[src/sv/pab_pkg.sv]
// Shared types and constants for the pixel alpha blend writer.
package pab_pkg;

  localparam int COORD_W      = 10;
  localparam int ADDR_W       = 20;
  localparam int PIX_W        = 32;
  localparam int CH_W         = 8;
  localparam int PCT_W        = 7;
  localparam int MAX_SIDE_DEF = 1024;

  localparam int PCT_FULL     = 100;
  localparam int ALPHA_FULL   = 255;

  localparam int DIV3_MUL     = 683;
  localparam int DIV3_SHIFT   = 11;
  localparam int DIV100_MUL   = 5243;
  localparam int DIV100_SHIFT = 19;
  localparam int DIV255_MUL   = 32897;
  localparam int DIV255_SHIFT = 23;

  localparam int Q_DEPTH      = 4;
  localparam int QP_W         = $clog2(Q_DEPTH);

  localparam int CFG_DW       = 32;
  localparam int CFG_AW       = 5;
  localparam int REG_IDX_W    = 3;

  localparam logic [COORD_W-1:0] RST_WIDTH  = 10'd240;
  localparam logic [COORD_W-1:0] RST_HEIGHT = 10'd320;

  typedef enum logic [1:0] {
    OUTC_OPAQUE = 2'd0,
    OUTC_BLEND  = 2'd1,
    OUTC_SKIP   = 2'd2,
    OUTC_RANGE  = 2'd3
  } outcome_t;

  typedef enum logic [REG_IDX_W-1:0] {
    REG_WIDTH     = 3'd0,
    REG_HEIGHT    = 3'd1,
    REG_LANDSCAPE = 3'd2,
    REG_MIRROR    = 3'd3,
    REG_DRAWBUF   = 3'd4
  } reg_idx_t;

  typedef struct packed {
    logic [COORD_W-1:0] width;
    logic [COORD_W-1:0] height;
    logic               landscape;
    logic               mirrored;
    logic               draw_buf;
  } cfg_t;

  typedef struct packed {
    outcome_t            outcome;
    logic [ADDR_W-1:0]   addr;
    logic                buf_idx;
    logic [CH_W-1:0]     alpha;
    logic [PIX_W-1:0]    color;
    logic [3*CH_W-1:0]   old_rgb;
  } q_entry_t;

endpackage

[src/sv/pab_if.sv]
// Handshake channel interfaces for pixel plots and pixel writes.
interface pab_in_if;
  import pab_pkg::*;
  logic               valid;
  logic               ready;
  logic [COORD_W-1:0] pos_x;
  logic [COORD_W-1:0] pos_y;
  logic [PIX_W-1:0]   src_color;
  logic               gray_enable;
  logic [PCT_W-1:0]   opacity_pct;
  logic [PIX_W-1:0]   old_pixel;

  modport source (output valid, pos_x, pos_y, src_color, gray_enable, opacity_pct, old_pixel,
                  input ready);
  modport sink (input valid, pos_x, pos_y, src_color, gray_enable, opacity_pct, old_pixel,
                output ready);
endinterface

interface pab_out_if;
  import pab_pkg::*;
  logic              valid;
  logic              ready;
  logic              write_enable;
  logic [ADDR_W-1:0] word_address;
  logic              buffer_index;
  logic [PIX_W-1:0]  new_pixel;
  logic [1:0]        outcome;

  modport source (output valid, write_enable, word_address, buffer_index, new_pixel, outcome,
                  input ready);
  modport sink (input valid, write_enable, word_address, buffer_index, new_pixel, outcome,
                output ready);
endinterface

[src/sv/pab_front.sv]
// Front end: accept plots, bounds check, grey and alpha scaling, address, classify.
module pab_front #(
  parameter int MAX_SIDE = pab_pkg::MAX_SIDE_DEF
) (
  input  logic              clk,
  input  logic              rst_n,
  input  pab_pkg::cfg_t     cfg,
  pab_in_if.sink            in_ch,
  input  logic              q_full,
  output logic              push,
  output pab_pkg::q_entry_t push_data
);
  import pab_pkg::*;

  localparam int SIDE_MAX = MAX_SIDE - 1;

  logic [COORD_W-1:0] w_cl, h_cl, mx, my, mul_a, mul_b, addend;
  logic [PCT_W-1:0]   sat_pct;
  logic               in_oor;
  logic [COORD_W-1:0] gray_sum;
  logic               adv_f1, adv_f2;

  logic                 f1_v_r, f1_oor_r, f1_gray_r, f1_buf_r;
  logic [PIX_W-1:0]     f1_color_r;
  logic [COORD_W-1:0]   f1_sum_r, f1_mul_a_r, f1_mul_b_r, f1_add_r;
  logic [14:0]          f1_ap_r;
  logic [3*CH_W-1:0]    f1_old_r;

  logic [19:0]          gray_prod;
  logic [27:0]          alpha_prod;
  logic [CH_W-1:0]      gray_m;
  logic [3*CH_W-1:0]    rgb_nxt;
  logic [CH_W-1:0]      alpha_nxt;
  logic [ADDR_W-1:0]    addr_nxt;

  logic                 f2_v_r, f2_oor_r, f2_buf_r;
  logic [CH_W-1:0]      f2_ca_r, f2_alpha_r;
  logic [3*CH_W-1:0]    f2_rgb_r, f2_old_r;
  logic [ADDR_W-1:0]    f2_addr_r;

  always_comb begin
    w_cl = (int'(cfg.width) > SIDE_MAX) ? COORD_W'(SIDE_MAX) : cfg.width;
    h_cl = (int'(cfg.height) > SIDE_MAX) ? COORD_W'(SIDE_MAX) : cfg.height;
    sat_pct = (in_ch.opacity_pct > PCT_W'(PCT_FULL)) ? PCT_W'(PCT_FULL) : in_ch.opacity_pct;
    in_oor = (in_ch.pos_x >= w_cl) || (in_ch.pos_y >= h_cl);
    mx = cfg.mirrored ? (w_cl - COORD_W'(1) - in_ch.pos_x) : in_ch.pos_x;
    my = cfg.mirrored ? (h_cl - COORD_W'(1) - in_ch.pos_y) : in_ch.pos_y;
    if (cfg.landscape) begin
      mul_a  = h_cl;
      mul_b  = mx;
      addend = h_cl - COORD_W'(1) - my;
    end else begin
      mul_a  = my;
      mul_b  = w_cl;
      addend = mx;
    end
    gray_sum = COORD_W'(in_ch.src_color[23:16]) + COORD_W'(in_ch.src_color[15:8])
             + COORD_W'(in_ch.src_color[7:0]);
  end

  assign adv_f2      = !f2_v_r || !q_full;
  assign adv_f1      = !f1_v_r || adv_f2;
  assign in_ch.ready = adv_f1;
  assign push        = f2_v_r && !q_full;

  always_ff @(posedge clk) begin
    if (!rst_n) begin
      f1_v_r <= 1'b0;
      f2_v_r <= 1'b0;
    end else begin
      if (adv_f1) begin
        f1_v_r <= in_ch.valid;
      end
      if (adv_f2) begin
        f2_v_r <= f1_v_r;
      end
    end
  end

  always_ff @(posedge clk) begin
    if (adv_f1) begin
      f1_oor_r   <= in_oor;
      f1_gray_r  <= in_ch.gray_enable;
      f1_buf_r   <= cfg.draw_buf;
      f1_color_r <= in_ch.src_color;
      f1_sum_r   <= gray_sum;
      f1_ap_r    <= 15'(in_ch.src_color[31:24]) * 15'(sat_pct);
      f1_old_r   <= in_ch.old_pixel[3*CH_W-1:0];
      f1_mul_a_r <= mul_a;
      f1_mul_b_r <= mul_b;
      f1_add_r   <= addend;
    end
  end

  always_comb begin
    gray_prod  = 20'(f1_sum_r) * 20'(DIV3_MUL);
    gray_m     = gray_prod[DIV3_SHIFT +: CH_W];
    rgb_nxt    = f1_gray_r ? {gray_m, gray_m, gray_m} : f1_color_r[3*CH_W-1:0];
    alpha_prod = 28'(f1_ap_r) * 28'(DIV100_MUL);
    alpha_nxt  = alpha_prod[DIV100_SHIFT +: CH_W];
    addr_nxt   = ADDR_W'(f1_mul_a_r) * ADDR_W'(f1_mul_b_r) + ADDR_W'(f1_add_r);
  end

  always_ff @(posedge clk) begin
    if (adv_f2) begin
      f2_oor_r   <= f1_oor_r;
      f2_buf_r   <= f1_buf_r;
      f2_ca_r    <= f1_color_r[PIX_W-1 -: CH_W];
      f2_rgb_r   <= rgb_nxt;
      f2_old_r   <= f1_old_r;
      f2_alpha_r <= alpha_nxt;
      f2_addr_r  <= addr_nxt;
    end
  end

  always_comb begin
    push_data.addr    = f2_addr_r;
    push_data.buf_idx = f2_buf_r;
    push_data.alpha   = f2_alpha_r;
    push_data.color   = {f2_ca_r, f2_rgb_r};
    push_data.old_rgb = f2_old_r;
    if (f2_oor_r) begin
      push_data.outcome = OUTC_RANGE;
    end else if (f2_alpha_r == '0) begin
      push_data.outcome = OUTC_SKIP;
    end else if (f2_alpha_r == CH_W'(ALPHA_FULL)) begin
      push_data.outcome = OUTC_OPAQUE;
    end else begin
      push_data.outcome = OUTC_BLEND;
    end
  end

endmodule

[src/sv/pab_queue.sv]
// Short FIFO of classified plots between the front and back ends.
module pab_queue (
  input  logic              clk,
  input  logic              rst_n,
  input  logic              push,
  input  pab_pkg::q_entry_t push_data,
  input  logic              pop,
  output pab_pkg::q_entry_t pop_data,
  output logic              full,
  output logic              empty
);
  import pab_pkg::*;

  q_entry_t          mem_r [Q_DEPTH];
  logic [QP_W-1:0]   wr_ptr_r, rd_ptr_r;
  logic [QP_W:0]     cnt_r, cnt_nxt;

  assign full     = (cnt_r == (QP_W+1)'(Q_DEPTH));
  assign empty    = (cnt_r == '0);
  assign pop_data = mem_r[rd_ptr_r];

  always_comb begin
    cnt_nxt = cnt_r;
    if (push && !pop) begin
      cnt_nxt = cnt_r + (QP_W+1)'(1);
    end else if (pop && !push) begin
      cnt_nxt = cnt_r - (QP_W+1)'(1);
    end
  end

  always_ff @(posedge clk) begin
    if (!rst_n) begin
      wr_ptr_r <= '0;
      rd_ptr_r <= '0;
      cnt_r    <= '0;
    end else begin
      cnt_r <= cnt_nxt;
      if (push) begin
        wr_ptr_r <= wr_ptr_r + QP_W'(1);
      end
      if (pop) begin
        rd_ptr_r <= rd_ptr_r + QP_W'(1);
      end
    end
  end

  always_ff @(posedge clk) begin
    if (push) begin
      mem_r[wr_ptr_r] <= push_data;
    end
  end

endmodule

[src/sv/pab_back.sv]
// Back end: channel blend products, divide by 255 and output register.
module pab_back (
  input  logic              clk,
  input  logic              rst_n,
  input  logic              empty,
  input  pab_pkg::q_entry_t pop_data,
  output logic              pop,
  pab_out_if.source         out_ch
);
  import pab_pkg::*;

  logic adv_o, adv_b1;

  logic               b1_v_r;
  outcome_t           b1_outcome_r;
  logic [ADDR_W-1:0]  b1_addr_r;
  logic               b1_buf_r;
  logic [PIX_W-1:0]   b1_color_r;
  logic [15:0]        b1_mix_r [3];
  logic [15:0]        mix_nxt [3];

  logic [31:0]        dprod [3];
  logic [3*CH_W-1:0]  blend_rgb;

  logic               o_v_r, o_we_r, o_buf_r;
  logic [ADDR_W-1:0]  o_addr_r;
  logic [PIX_W-1:0]   o_pix_r;
  outcome_t           o_outcome_r;
  logic               we_nxt;
  logic [ADDR_W-1:0]  addr_nxt;
  logic [PIX_W-1:0]   pix_nxt;

  assign adv_o  = !o_v_r || out_ch.ready;
  assign adv_b1 = !b1_v_r || adv_o;
  assign pop    = !empty && adv_b1;

  always_comb begin
    for (int i = 0; i < 3; i++) begin
      mix_nxt[i] = 16'(pop_data.old_rgb[i*CH_W +: CH_W])
                     * 16'(CH_W'(ALPHA_FULL) - pop_data.alpha)
                 + 16'(pop_data.color[i*CH_W +: CH_W]) * 16'(pop_data.alpha);
    end
  end

  always_ff @(posedge clk) begin
    if (!rst_n) begin
      b1_v_r <= 1'b0;
      o_v_r  <= 1'b0;
    end else begin
      if (adv_b1) begin
        b1_v_r <= !empty;
      end
      if (adv_o) begin
        o_v_r <= b1_v_r;
      end
    end
  end

  always_ff @(posedge clk) begin
    if (adv_b1) begin
      b1_outcome_r <= pop_data.outcome;
      b1_addr_r    <= pop_data.addr;
      b1_buf_r     <= pop_data.buf_idx;
      b1_color_r   <= pop_data.color;
      for (int i = 0; i < 3; i++) begin
        b1_mix_r[i] <= mix_nxt[i];
      end
    end
  end

  always_comb begin
    for (int i = 0; i < 3; i++) begin
      dprod[i] = 32'(b1_mix_r[i]) * 32'(DIV255_MUL);
      blend_rgb[i*CH_W +: CH_W] = dprod[i][DIV255_SHIFT +: CH_W];
    end
    case (b1_outcome_r)
      OUTC_OPAQUE: begin
        we_nxt   = 1'b1;
        addr_nxt = b1_addr_r;
        pix_nxt  = b1_color_r;
      end
      OUTC_BLEND: begin
        we_nxt   = 1'b1;
        addr_nxt = b1_addr_r;
        pix_nxt  = {CH_W'(ALPHA_FULL), blend_rgb};
      end
      OUTC_SKIP: begin
        we_nxt   = 1'b0;
        addr_nxt = b1_addr_r;
        pix_nxt  = '0;
      end
      default: begin
        we_nxt   = 1'b0;
        addr_nxt = '0;
        pix_nxt  = '0;
      end
    endcase
  end

  always_ff @(posedge clk) begin
    if (adv_o) begin
      o_we_r      <= we_nxt;
      o_addr_r    <= addr_nxt;
      o_buf_r     <= b1_buf_r;
      o_pix_r     <= pix_nxt;
      o_outcome_r <= b1_outcome_r;
    end
  end

  assign out_ch.valid        = o_v_r;
  assign out_ch.write_enable = o_we_r;
  assign out_ch.word_address = o_addr_r;
  assign out_ch.buffer_index = o_buf_r;
  assign out_ch.new_pixel    = o_pix_r;
  assign out_ch.outcome      = o_outcome_r;

endmodule

[src/sv/pixel_alpha_blend_writer_unit.sv]
// Top level of the pixel alpha blend writer: register file and front/queue/back.
// Takes one pixel plot per clock while the result side keeps up and returns one write
// result per plot, in order. Each plot passes two front stages, the queue entry, the
// blend-product stage and the output register. The front and back are parted by a
// four-entry queue, so a stalled result side fills the queue before in_pix.ready drops.
// Registers sit at byte addresses 0, 4, 8, 12, 16 (width, height, landscape, mirror,
// draw buffer) must be written only while idle; the block itself does not enforce this.
module pixel_alpha_blend_writer_unit #(
  parameter int MAX_SIDE = pab_pkg::MAX_SIDE_DEF
) (
  input  logic                         clk,
  input  logic                         rst_n,
  pab_in_if.sink                       in_pix,
  pab_out_if.source                    out_pix,
  input  logic                         psel,
  input  logic                         penable,
  input  logic                         pwrite,
  input  logic [pab_pkg::CFG_AW-1:0]   paddr,
  input  logic [pab_pkg::CFG_DW-1:0]   pwdata,
  output logic [pab_pkg::CFG_DW-1:0]   prdata,
  output logic                         pready
);
  import pab_pkg::*;

  cfg_t                 cfg_r;
  logic                 wr_en;
  logic [REG_IDX_W-1:0] reg_idx;
  logic                 q_full, q_empty, q_push, q_pop;
  q_entry_t             q_push_data, q_pop_data;

  assign pready  = 1'b1;
  assign wr_en   = psel && penable && pwrite;
  assign reg_idx = paddr[CFG_AW-1:2];

  always_ff @(posedge clk) begin
    if (!rst_n) begin
      cfg_r.width     <= RST_WIDTH;
      cfg_r.height    <= RST_HEIGHT;
      cfg_r.landscape <= 1'b0;
      cfg_r.mirrored  <= 1'b0;
      cfg_r.draw_buf  <= 1'b0;
    end else if (wr_en) begin
      case (reg_idx)
        REG_WIDTH:     cfg_r.width     <= pwdata[COORD_W-1:0];
        REG_HEIGHT:    cfg_r.height    <= pwdata[COORD_W-1:0];
        REG_LANDSCAPE: cfg_r.landscape <= pwdata[0];
        REG_MIRROR:    cfg_r.mirrored  <= pwdata[0];
        REG_DRAWBUF:   cfg_r.draw_buf  <= pwdata[0];
        default: begin
        end
      endcase
    end
  end

  always_comb begin
    case (reg_idx)
      REG_WIDTH:     prdata = CFG_DW'(cfg_r.width);
      REG_HEIGHT:    prdata = CFG_DW'(cfg_r.height);
      REG_LANDSCAPE: prdata = CFG_DW'(cfg_r.landscape);
      REG_MIRROR:    prdata = CFG_DW'(cfg_r.mirrored);
      REG_DRAWBUF:   prdata = CFG_DW'(cfg_r.draw_buf);
      default:       prdata = '0;
    endcase
  end

  pab_front #(
    .MAX_SIDE (MAX_SIDE)
  ) u_front (
    .clk       (clk),
    .rst_n     (rst_n),
    .cfg       (cfg_r),
    .in_ch     (in_pix),
    .q_full    (q_full),
    .push      (q_push),
    .push_data (q_push_data)
  );

  pab_queue u_queue (
    .clk       (clk),
    .rst_n     (rst_n),
    .push      (q_push),
    .push_data (q_push_data),
    .pop       (q_pop),
    .pop_data  (q_pop_data),
    .full      (q_full),
    .empty     (q_empty)
  );

  pab_back u_back (
    .clk      (clk),
    .rst_n    (rst_n),
    .empty    (q_empty),
    .pop_data (q_pop_data),
    .pop      (q_pop),
    .out_ch   (out_pix)
  );

endmodule

[src/flat_wrapper.sv]
// flat-port wrapper written by rule: the top's interface ports become plain ports
module pixel_alpha_blend_writer_unit_flat import pab_pkg::*;
#(
  parameter int MAX_SIDE = pab_pkg::MAX_SIDE_DEF
)
  (clk, rst_n, psel, penable, pwrite, paddr, pwdata, prdata, pready, in_pix_valid, in_pix_pos_x, in_pix_pos_y, in_pix_src_color, in_pix_gray_enable, in_pix_opacity_pct, in_pix_old_pixel, in_pix_ready, out_pix_valid, out_pix_write_enable, out_pix_word_address, out_pix_buffer_index, out_pix_new_pixel, out_pix_outcome, out_pix_ready);
  pab_in_if in_pix_i ();
  pab_out_if out_pix_i ();
  input  logic clk;
  input  logic rst_n;
  input  logic psel;
  input  logic penable;
  input  logic pwrite;
  input  logic [pab_pkg::CFG_AW-1:0] paddr;
  input  logic [pab_pkg::CFG_DW-1:0] pwdata;
  output logic [pab_pkg::CFG_DW-1:0] prdata;
  output logic pready;
  input wire logic [$bits(in_pix_i.valid)-1:0] in_pix_valid;
  input wire logic [$bits(in_pix_i.pos_x)-1:0] in_pix_pos_x;
  input wire logic [$bits(in_pix_i.pos_y)-1:0] in_pix_pos_y;
  input wire logic [$bits(in_pix_i.src_color)-1:0] in_pix_src_color;
  input wire logic [$bits(in_pix_i.gray_enable)-1:0] in_pix_gray_enable;
  input wire logic [$bits(in_pix_i.opacity_pct)-1:0] in_pix_opacity_pct;
  input wire logic [$bits(in_pix_i.old_pixel)-1:0] in_pix_old_pixel;
  output wire logic [$bits(in_pix_i.ready)-1:0] in_pix_ready;
  output wire logic [$bits(out_pix_i.valid)-1:0] out_pix_valid;
  output wire logic [$bits(out_pix_i.write_enable)-1:0] out_pix_write_enable;
  output wire logic [$bits(out_pix_i.word_address)-1:0] out_pix_word_address;
  output wire logic [$bits(out_pix_i.buffer_index)-1:0] out_pix_buffer_index;
  output wire logic [$bits(out_pix_i.new_pixel)-1:0] out_pix_new_pixel;
  output wire logic [$bits(out_pix_i.outcome)-1:0] out_pix_outcome;
  input wire logic [$bits(out_pix_i.ready)-1:0] out_pix_ready;
  assign in_pix_i.valid = in_pix_valid;
  assign in_pix_i.pos_x = in_pix_pos_x;
  assign in_pix_i.pos_y = in_pix_pos_y;
  assign in_pix_i.src_color = in_pix_src_color;
  assign in_pix_i.gray_enable = in_pix_gray_enable;
  assign in_pix_i.opacity_pct = in_pix_opacity_pct;
  assign in_pix_i.old_pixel = in_pix_old_pixel;
  assign in_pix_ready = in_pix_i.ready;
  assign out_pix_valid = out_pix_i.valid;
  assign out_pix_write_enable = out_pix_i.write_enable;
  assign out_pix_word_address = out_pix_i.word_address;
  assign out_pix_buffer_index = out_pix_i.buffer_index;
  assign out_pix_new_pixel = out_pix_i.new_pixel;
  assign out_pix_outcome = out_pix_i.outcome;
  assign out_pix_i.ready = out_pix_ready;
  pixel_alpha_blend_writer_unit #(.MAX_SIDE(MAX_SIDE)) u_core (.clk(clk), .rst_n(rst_n), .in_pix(in_pix_i), .out_pix(out_pix_i), .psel(psel), .penable(penable), .pwrite(pwrite), .paddr(paddr), .pwdata(pwdata), .prdata(prdata), .pready(pready));
endmodule
[config.mk]
export PLATFORM = sky130hd
export DESIGN_NAME = pixel_alpha_blend_writer_unit_flat
export DESIGN_NICKNAME = d
export VERILOG_FILES = /design/src/sv/pab_pkg.sv /design/src/sv/pab_if.sv /design/src/sv/pab_front.sv /design/src/sv/pab_queue.sv /design/src/sv/pab_back.sv /design/src/sv/pixel_alpha_blend_writer_unit.sv /design/src/flat_wrapper.sv
export SDC_FILE = /design/constraint.sdc
export NUM_CORES = 2
export LEC_CHECK = 0
export ABC_AREA = 1
export ABC_CLOCK_PERIOD_IN_PS = 5500
export BUFFER_PORTS_ARGS = -buffer_cell sky130_fd_sc_hd__buf_2
export CAP_MARGIN = 30
export CORE_MARGIN = 8
export CORE_UTILIZATION = 45
export CTS_CLUSTER_SIZE = 30
export DETAILED_ROUTE_END_ITERATION = 8
export PLACE_DENSITY = 0.74
export SLEW_MARGIN = 5
export SYNTH_ARGS = -nofsm -noshare
export SYNTH_HDL_FRONTEND = slang
export SYNTH_SLANG_ARGS = --single-unit
[constraint.sdc]
create_clock -name clk -period 5.5 [get_ports clk]
set_input_delay 1.1 -clock clk [delete_from_list [all_inputs] [get_ports clk]]
set_output_delay 1.1 -clock clk [all_outputs]
set_load 0.005 [all_outputs]
* After elaboration in Yosys (flattened, before gate mapping)
Memory sizes are Yosys's and may differ from the RTL's. A register that Yosys moved wholly into a read port is not among the register bits. Cells that the tools add are included. Widths: inputs -> output; s select.
Storage, ports and cells: memory bits (writable) 396, memories kept 2, logic and storage cells 132, register bits 345, latch bits 0, ROM bits 0
Memory list:
- u_core.u_queue.mem_r | words 4, bits a word 87, read ports 1, clocked after Yosys merged registers in 1, wr ports 1, line pab_queue.sv:14 | q_entry_t mem_r [Q_DEPTH];
- u_core.u_back.b1_mix_r | words 3, bits a word 16, read ports 3, clocked after Yosys merged registers in 0, wr ports 3, line pab_back.sv:19 | logic [15:0] b1_mix_r [3];
Cells by class: equality and inequality tests 8, $lt $le $gt $ge 3, multiply operators 13, bitwise logic cells 0, divide/modulo/power cells 0, reductions and logical operators 31, $add $sub $neg 16, shift-type cells 0, mux-type cells 21
Operators by type and width (number):
- $mul 16x16->31 const B | 3
- $pmux 32 s2 | 1
- $mux 10 | 5
- $pmux 10 s5 | 1
- $add 16x16->16 | 3
- $mul 8x8->16 | 3
- $mul 8x16->16 | 2
- $sub 10x10->10 | 3
- $mul 15x13->27 const B | 1
- $mux 24 | 1
- $add 20x10->20 | 1
- $ge 10x10->1 | 2
- $mul 10x10->20 | 1
- $sub 10x1->10 const B | 2
- $mul 10x10->19 const B | 1
- $mul 9x9->16 | 1
- $mul 8x7->15 | 1
- $add 9x8->10 | 1
- $reduce_and 2->1 | 5
- $add 8x8->9 | 1
- $sub 8x8->9 const A | 1
- $eq 8x8->1 const B | 1
- $logic_not 1->1 | 8
- $logic_not 8->1 | 1
- 20 further kinds | 42

* Depth between registers and ports, before layout
word-level depth 7, gate-level depth with buffers 29, gate-level depth less buffers 26

* Cells and area by module
A second synthesis with hierarchy kept.
Unflattened totals: cell total of the unflattened synthesis 6019, area total of the unflattened synthesis 58454.8 um^2
Modules (own cells, without submodules):
- pab_back | cells an instance 2783, sequential area each 4814.6 um^2, area an instance 23491.3 um^2, times used 1
- pab_front | cells an instance 2128, sequential area each 6045.8 um^2, area an instance 20228.2 um^2, times used 1
- pab_queue | cells an instance 899, sequential area each 10630.2 um^2, area an instance 13350.3 um^2, times used 1
- pixel_alpha_blend_writer_unit | cells an instance 209, sequential area each 460.4 um^2, area an instance 1385.1 um^2, times used 1

* Worst setup path after synthesis
No wires, ideal clock.
path type register to output, start point reg u_core.u_queue.cnt_r[1], end point out in_pix_ready, stages on the path, launching flop included 4, data arrival time 4.858 ns, data required time 4.400 ns, slack -0.458 ns, path buffers 0, cell sequence dfxtp_1 -> inv_1 -> nand4_1 -> or2_2
Between the ends: cells in the longest elaborated chain, start to end 4
Ends and longest elaborated chain:
- start, declared | line pab_queue.sv:16 | logic [QP_W:0] cnt_r, cnt_nxt;
- start signal, assigned | line pab_queue.sv:37 | cnt_r <= cnt_nxt;
- $eq 3x3->1 | line pab_queue.sv:18 | assign full = (cnt_r == (QP_W+1)'(Q_DEPTH));
- $logic_not 1->1 | line pab_front.sv:61 | assign adv_f2 = !f2_v_r || !q_full;
- $logic_or 1x1->1 | line pab_front.sv:61
- named net u_core.u_front.adv_f2 | line pab_front.sv:21 | logic adv_f1, adv_f2;
- $logic_or 1x1->1 | line pab_front.sv:62 | assign adv_f1 = !f1_v_r || adv_f2;
- end, declared | line flat_wrapper.sv:25 | output wire logic [$bits(in_pix_i.ready)-1:0] in_pix_ready;
The timed path passes the listed nets, and every way through them passes these cells.

==> run summary <==
# IOs - 227
WL final - 135000 um
crit path kind - reg2reg
Main synth FF type - edfxtp_1
Max FO, Critical Path - 8
distinct cell type count after synthesis - 57
Max Fclk - 169 MHz
critical path arrival - 6.30 ns
Clock Latency Late Sink - 0.68 ns
cell count of the worst hold path - 0
most frequent cells in the layout - inv_1 (1033), nand2_1 (940), edfxtp_1 (707)
# setup viols final - 26
synthesized area per cell - 10.2 um^2
vias per cell - 5.18
Async S/R FF share, synth - 0%
fraction of layout cells with a size suffix above 1 - 14.8%
row count - 131
slew margin rel. - 32.0%
TritonCTS Buffers - 79
r2r setup slk - -0.42 ns
Yosys reg bits - 743
clk slew on worst S/H paths - 0.06 ns
Vias - 40800
most common cell after layout, fill and taps aside - inv_1
initial antenna violation count - 9
global-route wire length before repair - 216000 um
GRT Util Overall - 18.9%
Layout Skew - 0.0588 ns
Nets - 7458
clock sink count - 743
worst endpoint required time - 5.88 ns
Routed wire per std cell - 17.2 um
Starting Density - 45.2%
critical path capture point - u_core.u_back.b1_mix_r[0][28]$_DFFE_PN_
number of global-route vias before repair - 42600
H-tree depth - 3
outcome - complete, but fails checks
drt pass-1 iters - 6
clk root buf - clkbuf_16
Final Slew Violations - 0
failing checks - setup timing
EDFF count, synth - 707
Die W - 373 um
max incr delay on CP - 0.57 ns
# hold bufs at CTS - 0
DRC viols - 0
Detail Route Antenna Nets - 0
Max-Cap Viols - 0
critical path cell sequence - clkbuf_16 > a21oi_1 > a32oi_2 > buf_4 > nand2_1 > fa_1 > fa_1 > inv_1 > fa_1 > fa_1 > fa_1 > inv_1 > fa_1 > inv_1 > ha_4 > a21oi_2 > a21boi_2 > o21ai_2 > a21oi_1 > nor2_1 > nor2_1 > xnor2_1
TritonCTS clock tree - yes
Hold Crit Class - reg2reg
post-detail-place hpwl - 105000 um
final hold violations - 0
CP Launch Type - register
Placer Congestion - 0.934
RSZ-0062 raised after global routing - yes
sequential element share of the synthesized area - 38.2%
die height - 373 um
pin count of the biggest net entering global routing - 75
final setup margin - -0.420 ns
CORE AREA - 0.127 mm^2
Worst path slowest cell - fa_1
Buffers on Ports - 171
R2R Path End - u_core.u_back.b1_mix_r[0][28]$_DFFE_PN_
final period utilization - 108%
DR iter-0 viols - 2640
most frequent CP cell - fa_1
Mapped Cells - 5651
Worst Tran Pin Value - 1.02 ns
CP Capture Type - register
total grt overflow - 0
DIE AREA - 0.139 mm^2
Cell Area, Synth - 0.0574 mm^2
Syn. warnings - 0
Tmin final - 5.92 ns
area grow syn2layout - 15.8%
pre-CTS setup slack - -0.462 ns
r2r worst-path depth - 22
clock tree buffer depth - 3
## sequential cells by signal (all words and copies together), names as in the netlist, 15 cells and up, named ones only
| register | cells |
|---|---|
| u_core.u_front.f2_old_r | 24 |
| u_core.u_front.f2_rgb_r | 24 |
| u_core.u_queue.mem_r | 348 |
| u_core.cfg_r | 23 |
| u_core.u_front.f1_ap_r | 15 |
| u_core.u_back.b1_mix_r | 48 |
| u_core.u_front.f1_old_r | 24 |
| u_core.u_back.b1_color_r | 32 |
| u_core.u_front.f2_addr_r | 20 |
| u_core.u_back.out_ch.new_pixel | 32 |
| u_core.u_back.b1_addr_r | 20 |
| u_core.u_front.f1_color_r | 32 |
| u_core.u_back.out_ch.word_address | 20 |
## kinds of logic after synthesis
logic type      Yosys count  synth area share (%)
buf+inv                1251                  8.58
other cells               2                0.0131
mux                       1                0.0174
simple gates           1632                  11.2
compound gates          722                  7.98
fa+ha+maj              1180                  32.1
xor+xnor                120                  1.83
flops                   743                  38.2
## per-stage QoR
step           cell area [um^2]  instances  hold WS (ns)  setup TNS (ns)  util (%)
3_5_place_dp              62900       7694         0.405           -7.66      49.4
5_1_grt                   66500       7867         0.422          -12.31      52.3
3_3_place_gp              62800       7692         0.403           -5.99      49.4
4_1_cts                   65900       7856         0.420           -6.13      51.8
2_1_floorplan             57900       5675         0.400          -0.424         -
6_report                  66500       7870         0.418           -7.20      52.3
## cells in the mapped netlist (23+ instances only)
| cell type | instances | area [um^2] |
|---|---|---|
| o21ai_0 | 243 | 1220 |
| xnor2_1 | 36 | 315 |
| o22ai_1 | 48 | 300 |
| clkbuf_1 | 72 | 270 |
| edfxtp_1 | 707 | 21200 |
| dfxtp_1 | 36 | 721 |
| nor2_1 | 495 | 1860 |
| inv_1 | 1037 | 3890 |
| buf_2 | 43 | 215 |
| a32oi_2 | 51 | 830 |
| inv_2 | 55 | 206 |
| nand3_1 | 105 | 526 |
| ha_1 | 690 | 8630 |
| fa_1 | 490 | 9810 |
| buf_4 | 34 | 255 |
| nand4_1 | 23 | 144 |
| xor2_1 | 84 | 736 |
| a21oi_1 | 266 | 1330 |
| nand2_1 | 955 | 3580 |
## worst min path at each step
| stage | startpoint | slack [ns] | to |
|---|---|---|---|
| 5_1_grt | u_core.u_front.f1_color_r[27]$_DFFE_PP_ | 0.42 | u_core.u_front.f2_ca_r[3]$_DFFE_PP_ |
| 3_3_place_gp | u_core.u_front.f1_color_r[31]$_DFFE_PP_ | 0.40 | u_core.u_front.f2_ca_r[7]$_DFFE_PP_ |
| 3_5_place_dp | u_core.u_front.f1_color_r[28]$_DFFE_PP_ | 0.40 | u_core.u_front.f2_ca_r[4]$_DFFE_PP_ |
| 6_report | u_core.u_front.f1_old_r[8]$_DFFE_PP_ | 0.42 | u_core.u_front.f2_old_r[8]$_DFFE_PP_ |
| 4_1_cts | u_core.u_front.f1_color_r[27]$_DFFE_PP_ | 0.42 | u_core.u_front.f2_ca_r[3]$_DFFE_PP_ |
| 2_1_floorplan | u_core.u_back.b1_buf_r$_DFFE_PN_ | 0.40 | u_core.u_back.out_ch.buffer_index$_DFFE_PP_ |
## repair_timing
item | CTS | global route
resized for setup | 50 | 87
pin swaps | 20 | 18
gates cloned | 2 | 3
endpoints found under the setup margin | 27 | 32
buffers inserted | 16 | 8
## area by class of cell
class	instances	area, um^2
Clock buffer	96	2050
Multi-Input combinational cell	3681	31400
Sequential cell	743	22000
Timing Repair Buffer	543	4240
Inverter	1094	4150
Fill cell	10900	60700
Tap cell	1662	2080
Clock inverter	48	586
Antenna cell	3	7.51
## metal layers
| layer | GRT usage [%] | wire [um] | vias to the layer above |
|---|---|---|---|
| met2 | 32.7 | 65300 | 1288 |
| met4 | 6.25 | 4020 | 4 |
| met5 | 0 | 27 | - |
| met3 | 3.94 | 9670 | 262 |
| li1 | - | - | 19400 |
| met1 | 23.8 | 56200 | 19800 |
## critical path, delay by kind of cell (launching register included)
family / cells / cell delay [ns]
fa+ha+maj: 7 / 3.25
simple gates: 3 / 0.26
compound gates: 6 / 0.98
xor+xnor: 1 / 0.07
buf+inv: 5 / 0.61
flops: 1 / 0.46
Power is left out: the tool's default activity adds up to more than one toggle a clock period on the data nets, which glitch-free logic cannot reach.
